==> src/hw/rtl/ipsd_pkg.sv <==
package ipsd_pkg;

   localparam int OFFSET_BYTES = 3;
   localparam int SIZE_BYTES   = 2;
   localparam int COUNT_BYTES  = 2;
   localparam int HEADER_BYTES = 5;

   localparam logic [23:0] EOF_MARK = 24'h454F46;

   typedef enum logic [2:0] {
      KIND_WRITE      = 3'd0,
      KIND_FILL       = 3'd1,
      KIND_DONE       = 3'd2,
      KIND_BAD_HEADER = 3'd3,
      KIND_TRUNCATED  = 3'd4
   } kind_type;

   // one queue entry: first result of a word, plus an optional trailing finish
   typedef struct packed {
      kind_type      kind;
      logic [24:0]   addr;
      logic [7:0]    data;
      logic [15:0]   count;
      logic [24:0]   length;
      logic          extra_done;
   } entry_type;

   function automatic logic [7:0] magic_byte(input logic [2:0] idx);
      logic [7:0] val;
      case (idx)
         3'd0: val = 8'h50;
         3'd1: val = 8'h41;
         3'd2: val = 8'h54;
         3'd3: val = 8'h43;
         3'd4: val = 8'h48;
         default: val = 8'h00;
      endcase
      return val;
   endfunction

endpackage

==> src/hw/rtl/ipsd_front.sv <==
module ipsd_front (
   input  logic                clock,
   input  logic                reset,
   input  logic                req_tvalid,
   output logic                req_tready,
   input  logic [7:0]          req_tdata,
   input  logic                req_tlast,
   input  logic                csr_valid,
   output logic                csr_ready,
   input  logic [24:0]         csr_data,
   input  logic                q_full,
   output logic                push,
   output ipsd_pkg::entry_type push_entry
);
   import ipsd_pkg::*;

   typedef enum logic [6:0] {
      PH_HEADER    = 7'b0000001,
      PH_OFFSET    = 7'b0000010,
      PH_SIZE      = 7'b0000100,
      PH_DATA      = 7'b0001000,
      PH_RLE_COUNT = 7'b0010000,
      PH_RLE_BYTE  = 7'b0100000,
      PH_DISCARD   = 7'b1000000
   } phase_type;

   phase_type   phase_ff, phase_in;
   logic [2:0]  fbc_ff, fbc_in;
   logic [23:0] offset_ff, offset_in;
   logic [15:0] size_ff, size_in;
   logic [15:0] rem_ff, rem_in;
   logic [24:0] wptr_ff, wptr_in;
   logic [24:0] cur_len_ff, cur_len_in;
   logic [24:0] base_len_ff, base_len_in;

   logic        accept;
   logic [7:0]  b;
   logic        last;
   logic [2:0]  fbc_inc;
   logic [23:0] off_shift;
   logic [15:0] size_shift;
   logic [15:0] rem_shift;
   logic [15:0] rem_dec;
   logic [15:0] span;
   logic [24:0] ext_sum;
   logic [24:0] ext_len;
   logic [24:0] hdr_len;

   assign req_tready  = !q_full;
   assign csr_ready   = 1'b1;
   assign accept      = req_tvalid && req_tready;
   assign b           = req_tdata;
   assign last        = req_tlast;
   assign fbc_inc     = fbc_ff + 3'd1;
   assign off_shift   = {offset_ff[15:0], b};
   assign size_shift  = {size_ff[7:0], b};
   assign rem_shift   = {rem_ff[7:0], b};
   assign rem_dec     = rem_ff - 16'd1;
   assign span        = (phase_ff == PH_SIZE) ? size_shift : rem_ff;
   assign ext_sum     = {1'b0, offset_ff} + {9'd0, span};
   assign ext_len     = (ext_sum > cur_len_ff) ? ext_sum : cur_len_ff;
   assign hdr_len     = (fbc_ff == 3'd0) ? base_len_ff : cur_len_ff;
   assign base_len_in = csr_valid ? csr_data : base_len_ff;

   always_comb begin
      phase_in   = phase_ff;
      fbc_in     = fbc_ff;
      offset_in  = offset_ff;
      size_in    = size_ff;
      rem_in     = rem_ff;
      wptr_in    = wptr_ff;
      cur_len_in = cur_len_ff;
      push       = 1'b0;
      push_entry = '0;
      if (accept) begin
         case (phase_ff)
            PH_HEADER: begin
               cur_len_in = hdr_len;
               if (b != magic_byte(fbc_ff)) begin
                  push            = 1'b1;
                  push_entry.kind = KIND_BAD_HEADER;
                  phase_in        = PH_DISCARD;
               end else if (fbc_inc == 3'(HEADER_BYTES)) begin
                  phase_in  = PH_OFFSET;
                  fbc_in    = 3'd0;
                  offset_in = '0;
                  if (last) begin
                     push              = 1'b1;
                     push_entry.kind   = KIND_DONE;
                     push_entry.length = hdr_len;
                  end
               end else begin
                  fbc_in = fbc_inc;
                  if (last) begin
                     push            = 1'b1;
                     push_entry.kind = KIND_BAD_HEADER;
                  end
               end
            end
            PH_OFFSET: begin
               offset_in = off_shift;
               if (fbc_inc >= 3'(OFFSET_BYTES)) begin
                  fbc_in = 3'd0;
                  if (off_shift == EOF_MARK) begin
                     push              = 1'b1;
                     push_entry.kind   = KIND_DONE;
                     push_entry.length = cur_len_ff;
                     phase_in          = PH_DISCARD;
                  end else begin
                     phase_in = PH_SIZE;
                     size_in  = '0;
                     if (last) begin
                        push            = 1'b1;
                        push_entry.kind = KIND_TRUNCATED;
                     end
                  end
               end else begin
                  fbc_in = fbc_inc;
                  if (last) begin
                     push              = 1'b1;
                     push_entry.kind   = KIND_DONE;
                     push_entry.length = cur_len_ff;
                  end
               end
            end
            PH_SIZE: begin
               size_in = size_shift;
               if (fbc_inc >= 3'(SIZE_BYTES)) begin
                  fbc_in     = 3'd0;
                  cur_len_in = ext_len;
                  if (size_shift != 16'd0) begin
                     rem_in   = size_shift;
                     wptr_in  = {1'b0, offset_ff};
                     phase_in = PH_DATA;
                     if (last) begin
                        push              = 1'b1;
                        push_entry.kind   = KIND_DONE;
                        push_entry.length = ext_len;
                     end
                  end else begin
                     rem_in   = '0;
                     phase_in = PH_RLE_COUNT;
                     if (last) begin
                        push            = 1'b1;
                        push_entry.kind = KIND_TRUNCATED;
                     end
                  end
               end else begin
                  fbc_in = fbc_inc;
                  if (last) begin
                     push            = 1'b1;
                     push_entry.kind = KIND_TRUNCATED;
                  end
               end
            end
            PH_DATA: begin
               push                  = 1'b1;
               push_entry.kind       = KIND_WRITE;
               push_entry.addr       = wptr_ff;
               push_entry.data       = b;
               push_entry.extra_done = last;
               push_entry.length     = cur_len_ff;
               wptr_in               = wptr_ff + 25'd1;
               rem_in                = rem_dec;
               if (rem_dec == 16'd0) begin
                  phase_in  = PH_OFFSET;
                  fbc_in    = 3'd0;
                  offset_in = '0;
               end
            end
            PH_RLE_COUNT: begin
               rem_in = rem_shift;
               if (fbc_inc >= 3'(COUNT_BYTES)) begin
                  fbc_in   = 3'd0;
                  phase_in = PH_RLE_BYTE;
               end else begin
                  fbc_in = fbc_inc;
               end
               if (last) begin
                  push            = 1'b1;
                  push_entry.kind = KIND_TRUNCATED;
               end
            end
            PH_RLE_BYTE: begin
               cur_len_in            = ext_len;
               push                  = 1'b1;
               push_entry.kind       = KIND_FILL;
               push_entry.addr       = {1'b0, offset_ff};
               push_entry.data       = b;
               push_entry.count      = rem_ff;
               push_entry.extra_done = last;
               push_entry.length     = ext_len;
               phase_in              = PH_OFFSET;
               fbc_in                = 3'd0;
               offset_in             = '0;
            end
            default: begin
            end
         endcase
         if (last) begin
            phase_in = PH_HEADER;
            fbc_in   = 3'd0;
         end
      end
   end

   always_ff @(posedge clock) begin
      if (reset) begin
         phase_ff    <= PH_HEADER;
         fbc_ff      <= '0;
         offset_ff   <= '0;
         size_ff     <= '0;
         rem_ff      <= '0;
         wptr_ff     <= '0;
         cur_len_ff  <= '0;
         base_len_ff <= '0;
      end else begin
         phase_ff    <= phase_in;
         fbc_ff      <= fbc_in;
         offset_ff   <= offset_in;
         size_ff     <= size_in;
         rem_ff      <= rem_in;
         wptr_ff     <= wptr_in;
         cur_len_ff  <= cur_len_in;
         base_len_ff <= base_len_in;
      end
   end

endmodule

==> src/hw/rtl/ipsd_queue.sv <==
module ipsd_queue #(
   parameter int DEPTH = 4
) (
   input  logic                clock,
   input  logic                reset,
   input  logic                push,
   input  ipsd_pkg::entry_type push_entry,
   input  logic                pop,
   output ipsd_pkg::entry_type head,
   output logic                empty,
   output logic                full
);
   import ipsd_pkg::*;

   localparam int PTR_W = (DEPTH > 1) ? $clog2(DEPTH) : 1;
   localparam int CNT_W = $clog2(DEPTH + 1);

   entry_type          mem_ff [DEPTH];
   logic [PTR_W-1:0]   wr_ptr_ff, wr_ptr_in;
   logic [PTR_W-1:0]   rd_ptr_ff, rd_ptr_in;
   logic [CNT_W-1:0]   count_ff, count_in;

   assign empty = (count_ff == '0);
   assign full  = (count_ff == CNT_W'(DEPTH));
   assign head  = mem_ff[rd_ptr_ff];

   always_comb begin
      wr_ptr_in = wr_ptr_ff;
      rd_ptr_in = rd_ptr_ff;
      count_in  = count_ff;
      if (push) begin
         wr_ptr_in = (wr_ptr_ff == PTR_W'(DEPTH - 1)) ? '0 : wr_ptr_ff + PTR_W'(1);
      end
      if (pop) begin
         rd_ptr_in = (rd_ptr_ff == PTR_W'(DEPTH - 1)) ? '0 : rd_ptr_ff + PTR_W'(1);
      end
      if (push && !pop) begin
         count_in = count_ff + CNT_W'(1);
      end else if (pop && !push) begin
         count_in = count_ff - CNT_W'(1);
      end
   end

   always_ff @(posedge clock) begin
      if (push) begin
         mem_ff[wr_ptr_ff] <= push_entry;
      end
   end

   always_ff @(posedge clock) begin
      if (reset) begin
         wr_ptr_ff <= '0;
         rd_ptr_ff <= '0;
         count_ff  <= '0;
      end else begin
         wr_ptr_ff <= wr_ptr_in;
         rd_ptr_ff <= rd_ptr_in;
         count_ff  <= count_in;
      end
   end

`ifndef SYNTH
   a_count_bound: assert property (@(posedge clock) disable iff (reset)
      count_ff <= CNT_W'(DEPTH)) else $error("queue count out of range");
   a_no_overflow: assert property (@(posedge clock) disable iff (reset)
      push |-> !full) else $error("push into full queue");
   a_no_underflow: assert property (@(posedge clock) disable iff (reset)
      pop |-> !empty) else $error("pop from empty queue");
   a_count_up: assert property (@(posedge clock) disable iff (reset)
      (push && !pop) |=> count_ff == $past(count_ff) + CNT_W'(1))
      else $error("queue count did not advance");
`endif

endmodule

==> src/hw/rtl/ipsd_back.sv <==
module ipsd_back (
   input  logic                clock,
   input  logic                reset,
   input  logic                q_empty,
   input  ipsd_pkg::entry_type q_head,
   output logic                pop,
   output logic                rsp_tvalid,
   input  logic                rsp_tready,
   output logic [79:0]         rsp_tdata,
   output logic [2:0]          rsp_tuser,
   output logic                rsp_tlast
);
   import ipsd_pkg::*;

   logic        valid_ff, valid_in;
   logic        pend_ff, pend_in;
   logic [24:0] pend_len_ff, pend_len_in;
   kind_type    kind_ff, kind_in;
   logic [24:0] addr_ff, addr_in;
   logic [7:0]  data_ff, data_in;
   logic [15:0] count_ff, count_in;
   logic [24:0] len_ff, len_in;
   logic        last_ff, last_in;
   logic        load;

   assign load = !valid_ff || rsp_tready;

   always_comb begin
      valid_in    = valid_ff;
      pend_in     = pend_ff;
      pend_len_in = pend_len_ff;
      kind_in     = kind_ff;
      addr_in     = addr_ff;
      data_in     = data_ff;
      count_in    = count_ff;
      len_in      = len_ff;
      last_in     = last_ff;
      pop         = 1'b0;
      if (load) begin
         if (pend_ff) begin
            valid_in = 1'b1;
            pend_in  = 1'b0;
            kind_in  = KIND_DONE;
            addr_in  = '0;
            data_in  = '0;
            count_in = '0;
            len_in   = pend_len_ff;
            last_in  = 1'b1;
         end else if (!q_empty) begin
            pop         = 1'b1;
            valid_in    = 1'b1;
            kind_in     = q_head.kind;
            addr_in     = q_head.addr;
            data_in     = q_head.data;
            count_in    = q_head.count;
            len_in      = (q_head.kind == KIND_DONE) ? q_head.length : '0;
            last_in     = !q_head.extra_done;
            pend_in     = q_head.extra_done;
            pend_len_in = q_head.length;
         end else begin
            valid_in = 1'b0;
         end
      end
   end

   always_ff @(posedge clock) begin
      if (reset) begin
         valid_ff <= 1'b0;
         pend_ff  <= 1'b0;
      end else begin
         valid_ff <= valid_in;
         pend_ff  <= pend_in;
      end
   end

   always_ff @(posedge clock) begin
      pend_len_ff <= pend_len_in;
      kind_ff     <= kind_in;
      addr_ff     <= addr_in;
      data_ff     <= data_in;
      count_ff    <= count_in;
      len_ff      <= len_in;
      last_ff     <= last_in;
   end

   assign rsp_tvalid = valid_ff;
   assign rsp_tdata  = {6'd0, len_ff, count_ff, data_ff, addr_ff};
   assign rsp_tuser  = kind_ff;
   assign rsp_tlast  = last_ff;

endmodule

==> src/hw/rtl/ips_patch_stream_decoder_core.sv <==
// path: a word's first result passes through the result queue and then the output register before it is on rsp
// throughput: one patch byte per cycle while the result queue is not full; a data or fill byte that is also the final
// stream byte yields two results on rsp
// rate is set by the result queue (QUEUE_DEPTH entries) and the single output register
// reset (synchronous, active high): parser expects a header, queue empty, base_length 0
module ips_patch_stream_decoder_core #(
   parameter int QUEUE_DEPTH = 4
) (
   input  logic        clock,
   input  logic        reset,
   input  logic        req_tvalid,
   output logic        req_tready,
   input  logic [7:0]  req_tdata,   // patch_byte
   input  logic        req_tlast,   // stream_end
   output logic        rsp_tvalid,
   input  logic        rsp_tready,
   output logic [79:0] rsp_tdata,   // target_address, write_data, fill_count, image_length
   output logic [2:0]  rsp_tuser,   // command_kind
   output logic        rsp_tlast,   // run_last
   input  logic        csr_valid,
   output logic        csr_ready,
   input  logic [24:0] csr_data
);
   import ipsd_pkg::*;

   logic      push;
   entry_type push_entry;
   logic      pop;
   entry_type head;
   logic      q_empty;
   logic      q_full;

   ipsd_front u_front (
      .clock      (clock),
      .reset      (reset),
      .req_tvalid (req_tvalid),
      .req_tready (req_tready),
      .req_tdata  (req_tdata),
      .req_tlast  (req_tlast),
      .csr_valid  (csr_valid),
      .csr_ready  (csr_ready),
      .csr_data   (csr_data),
      .q_full     (q_full),
      .push       (push),
      .push_entry (push_entry)
   );

   ipsd_queue #(
      .DEPTH (QUEUE_DEPTH)
   ) u_queue (
      .clock      (clock),
      .reset      (reset),
      .push       (push),
      .push_entry (push_entry),
      .pop        (pop),
      .head       (head),
      .empty      (q_empty),
      .full       (q_full)
   );

   ipsd_back u_back (
      .clock      (clock),
      .reset      (reset),
      .q_empty    (q_empty),
      .q_head     (head),
      .pop        (pop),
      .rsp_tvalid (rsp_tvalid),
      .rsp_tready (rsp_tready),
      .rsp_tdata  (rsp_tdata),
      .rsp_tuser  (rsp_tuser),
      .rsp_tlast  (rsp_tlast)
   );

endmodule

==> config.mk <==
export PLATFORM = sky130hd
export DESIGN_NAME = ips_patch_stream_decoder_core
export DESIGN_NICKNAME = d
export VERILOG_FILES = /design/src/hw/rtl/ipsd_pkg.sv /design/src/hw/rtl/ipsd_front.sv /design/src/hw/rtl/ipsd_queue.sv /design/src/hw/rtl/ipsd_back.sv /design/src/hw/rtl/ips_patch_stream_decoder_core.sv
export SDC_FILE = /design/constraint.sdc
export NUM_CORES = 1
export LEC_CHECK = 0
export BUFFER_PORTS_ARGS = -buffer_cell sky130_fd_sc_hd__buf_2
export CAP_MARGIN = 20
export CORE_MARGIN = 2
export CORE_UTILIZATION = 60
export DETAILED_ROUTE_END_ITERATION = 8
export GPL_ROUTABILITY_DRIVEN = 0
export HOLD_SLACK_MARGIN = 0.15
export PLACE_DENSITY = 0.89
export REMOVE_ABC_BUFFERS = 1
export SETUP_SLACK_MARGIN = 0.02
export SLEW_MARGIN = 20
export SYNTH_ARGS = -nofsm -noshare
export SYNTH_HDL_FRONTEND = slang
export SYNTH_HIERARCHICAL = 1
export SYNTH_SLANG_ARGS = --single-unit
==> constraint.sdc <==
create_clock -name clock -period 12.61 [get_ports clock]
set_clock_uncertainty 0.05 [all_clocks]
set_input_delay 1.8915 -clock clock [delete_from_list [all_inputs] [get_ports clock]]
set_output_delay 1.8915 -clock clock [all_outputs]
set_load 0.005 [all_outputs]
# Word-level counts from Yosys, hierarchy flattened
# Memory sizes are Yosys's and may differ from the RTL's. A register that Yosys moved wholly into a read port is not among the register bits.
# Index checks and enable logic that the tools add are counted.
totals:
  reg_bits: 245
  ramBits: 312
  input_bits: 39
  word_cells: 187
  mem_count: 1
memory_table:
  columns: ["name", "words", "word_bits", "rd", "rd_ports_with_merged_regs", "write_ports", "line_no", "rtl"]
  rows:
  - ["u_queue.mem_ff", 4, 78, 1, 1, 1, "ipsd_queue.sv:18", "entry_type mem_ff [DEPTH];"]
op_classes:
  n_addsub: 8
  order_cmp: 3
  n_eq_ne: 31
  muxes: 90
  bitwise_logic: 2
  reduce_logical: 32
op_table:
  columns: ["operator", "count"]
  rows:
  - ["$mux 25", 18]
  - ["$pmux 25 s5", 1]
  - ["$pmux 24 s4", 1]
  - ["$mux 16", 5]
  - ["$mux 78", 1]
  - ["$pmux 25 s3", 1]
  - ["$mux 24", 3]
  - ["$pmux 33 s2", 1]
  - ["$mux 7", 8]
  - ["$pmux 25 s2", 1]
  - ["$mux 3", 16]
  - ["$pmux 16 s3", 1]
  - ["$pmux 7 s6", 1]
  - ["$mux 8", 5]
  - ["$pmux 7 s5", 1]
  - ["$pmux 3 s5", 2]
  - ["$add 24x16->25", 1]
  - ["$add 25x1->25 const B", 1]
  - ["$gt 25x25->1", 1]
  - ["$eq 24x23->1 const B", 1]
  - ["$logic_not 16->1", 1]
  - ["$pmux 8 s2", 1]
  - ["$reduce_bool 16->1", 1]
  - ["$sub 16x1->16 const B", 1]
  - ["other kinds (40)", 92]

# Logic depth before layout (Yosys ltp)
# Gate-level depths: netlist of run 1.
depth:
  ltp_word: 12
  ltp_mapped: 25
  ltp_nobuf: 20

# Cells and area by module
# The synthesis of run 1 kept the hierarchy.
by_module_without_submodules:
  columns: ["module", "instances", "cells_each", "area_each_um2"]
  rows:
  - ["ipsd_queue", 1, 452, 11713.7]
  - ["ipsd_front", 1, 1336, 9960.8]
  - ["ipsd_back", 1, 237, 4086.4]

# Least setup slack after synthesis of run 1
# No wires, ideal clock.
synth_path:
  kind: "input -> register"
  startpoint: "input req_tdata[3]"
  endpoint: "memory u_queue/mem_ff[0][10] (netlist name) (data pin)"
  setup_ns: 0.286
  arrival_ns: 6.293
  t_required_ns: 12.274
  path_slack_ns: 5.981
  stages: 19
  cell_sequence: "clkbuf_1 > mux2_2 > ha_1 > o21ai_0 > o211ai_1 > a31oi_1 > o31ai_1 > nand3_1 > xnor2_1 > ha_1 > a21oi_1 > o21ai_0 > a221oi_1 > o211ai_1 > nand2_1 > clkbuf_1 > buf_1 > mux2i_1 > o22ai_1"
synth_rtl:
  columns: ["item", "line_no", "rtl"]
  rows:
  - ["start, declared", "ips_patch_stream_decoder_core.sv:13", "input logic [7:0] req_tdata,"]
  - ["end, declared", "ipsd_queue.sv:18", null]

==> results.cfg, run 1 <==
[setup_path]
arrival_ps = 7940
slowest_stage = nand2_1
path_class = flip-flop to flip-flop
path_cells = or4_1 > nor3_2 > buf_4 > mux2_2 > ha_1 > o21ai_0 > o211ai_1 > a31oi_1 > o31ai_1 > nand3_1 > xnor2_1 > ha_1 > a21oi_1 > o21ai_0 > a221oi_1 > o211ai_1 > nand2_1 > nor2_1 > a221o_1
critPathMaxStageDelay_ps = 890
cp_data_required_time_ps = 12880
critPathLaunchType = flip-flop
endpoint_kind = flip-flop
worstPathMaxFanout = 24

[drt]
via_per_inst = 6.69
postRouteAntennaNets = 0
wl_mm = 62.2
drc = 0
drt_iter0_drc = 2695
drtPass1Iterations = 6
vias = 17800
wl_per_cell_um = 23.3

[sta]
min_period_ps = 7680
hold_ws_ps = 440
finalSetupViolCount = 0
drv_slew = 0
hold_violations = 0
period_share_pct = 60.9
worstMarginPinSlew_ps = 1150
fmax_mhz = 130
tns_ps = 0
maxSlewHeadroom_pct = 23.0
setup_ws_ps = 4930
rsz0062_at_grt = no

[synth]
synth_edf_count = 415
ys_seq_area_share_pct = 59.6
ys_warn_count = 6
synth_area_leaders = edfxtp_1 (48%), dfxtp_1 (11%), mux4_2 (6.8%)
synth_top_flop_cell = edfxtp_1
postSynthCellCount = 2025
synth.top_cell.area_share_pct = 48.4
syn_area_per_cell_um2 = 12.7
ys_ff_latch = 559
syn_area_um2 = 25800
synth_top_area_cell = edfxtp_1
ys_types = 92
async_reset_ff_share_pct = 0

[global_route]
grt_pass1_vias = 17500
antenna_found_initial = 0
grt_pass1_wl_mm = 97.8
grt_overflow = 0
grt_use_total_pct = 28.2
grt_max_degree = 79

[final_layout]
nFillCells = 2800
syn2layout_area_growth_pct = 10.2
antennaDiodeCount = 0
layout_commonest_cell = edfxtp_1
instances_no_fill = 2668
drive_gt1_share_pct = 17.7
mostFrequentLayoutCells = edfxtp_1 (415), nor2_1 (196), dfxtp_1 (141)
finalNetCount = 2180

[clocking]
cts.clk_slew.worst_paths_ps = 70
cts_hold_buf = 0
clockRootBuffer = clkbuf_16
htree_levels = 2
clk_latency_ps = 610
cts_buffers = 54
clock_path_buffers = 3
cts_tree = yes
cts_sinks = 559
cts_resized = 0
cts_setup_buffers = 0

[power_and_ir_drop]
ir_worst_vdd_mv = 0.158
power_density_nw_per_um2 = 185
p_leak_uw = 0.00990

[die]
coreArea_um2 = 42100
dieArea_um2 = 44600
die_h_um = 211
start_util_pct = 61.1
die_w_um = 211
rows = 75
ioPinCount = 126

[min_path]
hold_path.class = flip-flop to flip-flop

[place]
place_ws_ps = 4770
hpwl_mm = 38.8
io_buffers = 118
placed_cells = 2567

[status]
status = completed

[flow_run]
cap_viol_max_count = 0
-- stage by stage --
stage | utilization, % | power, uW | instance area [um2]
after floorplan | - | 3240 | 25100
after global placement | 63.0 | 3560 | 26500
after detailed placement | 63.0 | 3610 | 26500
after CTS | 67.3 | 5280 | 28400
after global routing | 67.4 | 5470 | 28400
final | 67.4 | 5240 | 28400
-- critical path, delay by kind of cell (launching register included) --
family,cells,cell delay (ps)
adder cells (fa/ha/maj),2,690
multiplexers,1,380
AND/OR/NAND/NOR,5,2430
flip-flops,1,400
buffers and inverters,1,290
AO/OA/AOI/OAI,9,2780
XOR/XNOR,1,350
-- kinds of logic after synthesis --
group | synth area share (%)
AO/OA/AOI/OAI | 11.3
XOR/XNOR | 0.952
adder cells (fa/ha/maj) | 2.83
buffers and inverters | 3.63
flip-flops | 59.6
multiplexers | 8.98
other | 0.0292
AND/OR/NAND/NOR | 12.7
-- layout make-up --
| type | instances | area, um2 | area share [%] |
|---|---|---|---|
| clock inverter | 21 | 248 | 0.873 |
| multi-input combinational | 1277 | 9560 | 33.7 |
| sequential | 559 | 15400 | 54.1 |
| clock buffer | 80 | 1610 | 5.65 |
| timing repair buffer | 137 | 739 | 2.60 |
| inverter | 55 | 206 | 0.727 |
| tap | 539 | 674 | 2.38 |
-- routing by layer --
metal / global-route usage, % / wire (um) / vias to the layer above / part of all wire (%)
met1: 38.2 / 24200 / 8737 / 39
met4: 10.6 / 2140 / 0 / 3.4
met2: 46.7 / 30300 / 1124 / 49
met3: 4.13 / 5460 / 194 / 8.8
met5: 0 / 0 / - / 0
li1: - / - / 7794 / -
-- synthesized netlist by cell type, types with 20 or more instances --
cell type / instances
a21oi_1: 100
a22o_1: 32
a22oi_1: 52
and2_1: 24
and3_1: 20
clkbuf_1: 90
dfxtp_1: 144
edfxtp_1: 415
ha_1: 55
inv_1: 55
mux2i_1: 41
mux4_2: 78
nand2_1: 131
nand3_1: 32
nor2_1: 197
nor2b_1: 80
nor3_1: 32
o21ai_0: 62
o221a_2: 25
or2_0: 24
-- flip-flops by register name, summed over array words and instances (netlist names), named ones only --
name and flops:
u_front/rem_ff 16, u_back/count_ff 16, u_back/addr_ff 25, u_queue/count_ff 3
u_front/wptr_ff 25, u_queue/mem_ff 312, u_front/cur_len_ff 25, u_front/fbc_ff 3
u_back/rsp_tuser 3, u_back/len_ff 25, u_front/offset_ff 24, u_back/pend_ff 1
u_back/pend_len_ff 25, u_back/data_ff 8, u_queue/rd_ptr_ff 2, u_back/rsp_tlast 1
u_back/rsp_tvalid 1, u_front/size_ff 8, u_front/phase_ff 7, u_queue/wr_ptr_ff 2
u_front/base_len_ff 25
-- power by group --
group | switching (uW) | internal (uW)
clock network | 679 | 985
registers | 164 | 2380
logic | 571 | 463
-- worst paths after layout --
kind / slack (ps) / startpoint / cells after the start / end
setup / recovery: 4930 / u_front/phase_ff[3] / 19 / u_queue/mem_ff[0][15]
hold / removal: 440 / u_front/offset_ff[19] / 2 / u_front/offset_ff[19]
setup reg to reg: 4930 / u_front/phase_ff[3] / 19 / u_queue/mem_ff[0][15]
hold reg to reg: 440 / u_front/offset_ff[19] / 2 / u_front/offset_ff[19]
Power figures use the tool's default switching activity.
==> run 2, diff against run 1 <==
- clock period: 12.61 -> 8 ns (I/O delays scaled with it)
==> results.cfg, run 2 (synthesis gave the netlist of run 1 again) <==
[status]
status = completed

[clocking]
cts_hold_buf = 0
cts_tree = yes
clockRootBuffer = clkbuf_16
cts_sinks = 559
clk_latency_ps = 600
cts_resized = 0
cts_buffers = 54
cts_setup_buffers = 0
cts.clk_slew.worst_paths_ps = 70
htree_levels = 2
clock_path_buffers = 3

[setup_path]
critPathLaunchType = flip-flop
worstPathMaxFanout = 24
r2r_slack_ps = 910
path_class = flip-flop to flip-flop
cp_data_required_time_ps = 8270
rr_endpoint = u_queue/mem_ff[3][15]
reg2regPathDepth = 20
endpoint_kind = flip-flop
r2r_start = u_front/phase_ff[3]
cp-startpoint = u_front/phase_ff[3]
arrival_ps = 7360

[power_and_ir_drop]
sw_frac_of_total_pct = 27.0
clock_power_share_pct = 30.7
p_sw_uw = 2190
ir_worst_vdd_mv = 0.296
power_density_nw_per_um2 = 287
power_frac_seq_pct = 49.3
combPwrFrac_pct = 20.1
p_leak_uw = 0.00982
p_int_uw = 5920

[global_route]
antenna_found_initial = 0
grt_use_met3_pct = 5.26
grt.busiest_layer = met2
met1_usage_pct = 36.0
grt_max_degree = 82
grt_pass1_wl_mm = 95.4
grt_overflow = 0
grt_pass1_vias = 17600
grt_use_total_pct = 27.3
grt_use_met2_pct = 44.6

[sta]
fmax_mhz = 141
worstMarginPinSlew_ps = 1170
min_period_ps = 7090
period_share_pct = 88.7
tns_ps = 0
drv_slew = 0
maxSlewHeadroom_pct = 21.7
finalSetupViolCount = 0
hold_ws_ps = 431
rsz0062_at_grt = no
hold_violations = 0

[final_layout]
instances_no_fill = 2669
regMostFlops = u_queue/mem_ff
finalNetCount = 2182
mostFrequentLayoutCells = edfxtp_1 (415), nor2_1 (196), dfxtp_1 (141)
syn2layout_area_growth_pct = 9.72
largest_register_ffs = 312
fin_area_um2 = 28300
antennaDiodeCount = 0
nFillCells = 2816
drive_gt1_share_pct = 17.1
fin_util_pct = 67.1
layout_commonest_cell = edfxtp_1

[place]
placed_cell_area_um2 = 26500
placed_cells = 2569
io_buffers = 118
hpwl_mm = 37.6

[drt]
vias = 17800
via_per_inst = 6.68
wl_mm = 60.7
drc = 0
drt_iter0_drc = 2319
drtPass1Iterations = 7
postRouteAntennaNets = 0
wl_per_cell_um = 22.7

[die]
dieArea_um2 = 44600
die_h_um = 211
coreArea_um2 = 42100
ioPinCount = 126
rows = 75
start_util_pct = 61.1
die_w_um = 211

[min_path]
hold_path.startpoint = u_front/offset_ff[19]
worstHoldEndpoint = u_front/offset_ff[19]
hold_path.class = flip-flop to flip-flop
hold_depth = 2

[flow_run]
cap_viol_max_count = 0
==> run 2: cell types whose count changed in the layout (fill, tap and decap cells not counted), sizes merged <==
cell and change:
buf +2, bufinv -1, inv -2, clkbuf -3, clkinv +2, clkinvlp +3
==> run 2: metrics by stage <==
stage | total power [uW] | setup slack, ps
2_1_floorplan | 5100 | 878
3_3_place_gp | 5600 | 1450
3_5_place_dp | 5670 | 1200
4_1_cts | 8160 | 1170
5_1_grt | 8430 | 606
6_report | 8100 | 906
==> run 2: worst max-delay path, cell delays in order, from the launching register on <==
cell	delay, ps
dfxtp_1	400
or4_1	730
nor3_2	220
buf_4	290
mux2_2	390
ha_1	370
o21ai_0	160
o211ai_1	250
a31oi_1	150
o31ai_1	620
nand3_1	170
xnor2_1	300
ha_1	310
a21oi_1	140
o21ai_0	100
a221oi_1	500
o211ai_1	290
nand2_1	230
buf_4	350
nor2_1	280
a221o_1	500
==> run 2: cell type report <==
class,count,area [um2],area share (%)
Clock buffer,77,1500,5.32
Clock inverter,23,220,0.779
Inverter,55,206,0.730
Multi-Input combinational cell,1277,9550,33.8
Sequential cell,559,15400,54.3
Tap cell,539,674,2.39
Timing Repair Buffer,139,754,2.67
==> run 2: power by group through the flow <==
stage          registers (uW)  logic (uW)  clock network [uW]
3_3_place_gp             4030        1570                   0
5_1_grt                  4050        1770                2610
2_1_floorplan            4110         989                   0
4_1_cts                  4010        1630                2520
3_5_place_dp             4060        1610                   0
6_report                 3990        1620                2480
==> run 2: worst max-delay path by stage <==
stage / to / slack (ps)
finish: u_queue/mem_ff[3][15] / 910
global route: u_queue/mem_ff[1][21] / 610
CTS: u_queue/mem_ff[2][15] / 1170
detailed placement: u_queue/mem_ff[3][15] / 1200
global placement: u_queue/mem_ff[2][19] / 1450
floorplan: u_queue/mem_ff[0][11] / 880
==> run 2: metal layers <==
layer | wire length (um) | up-vias
met4 | 2180 | 0
met3 | 5990 | 220
li1 | - | 7802
met2 | 29300 | 1128
met5 | 0 | -
met1 | 23200 | 8675
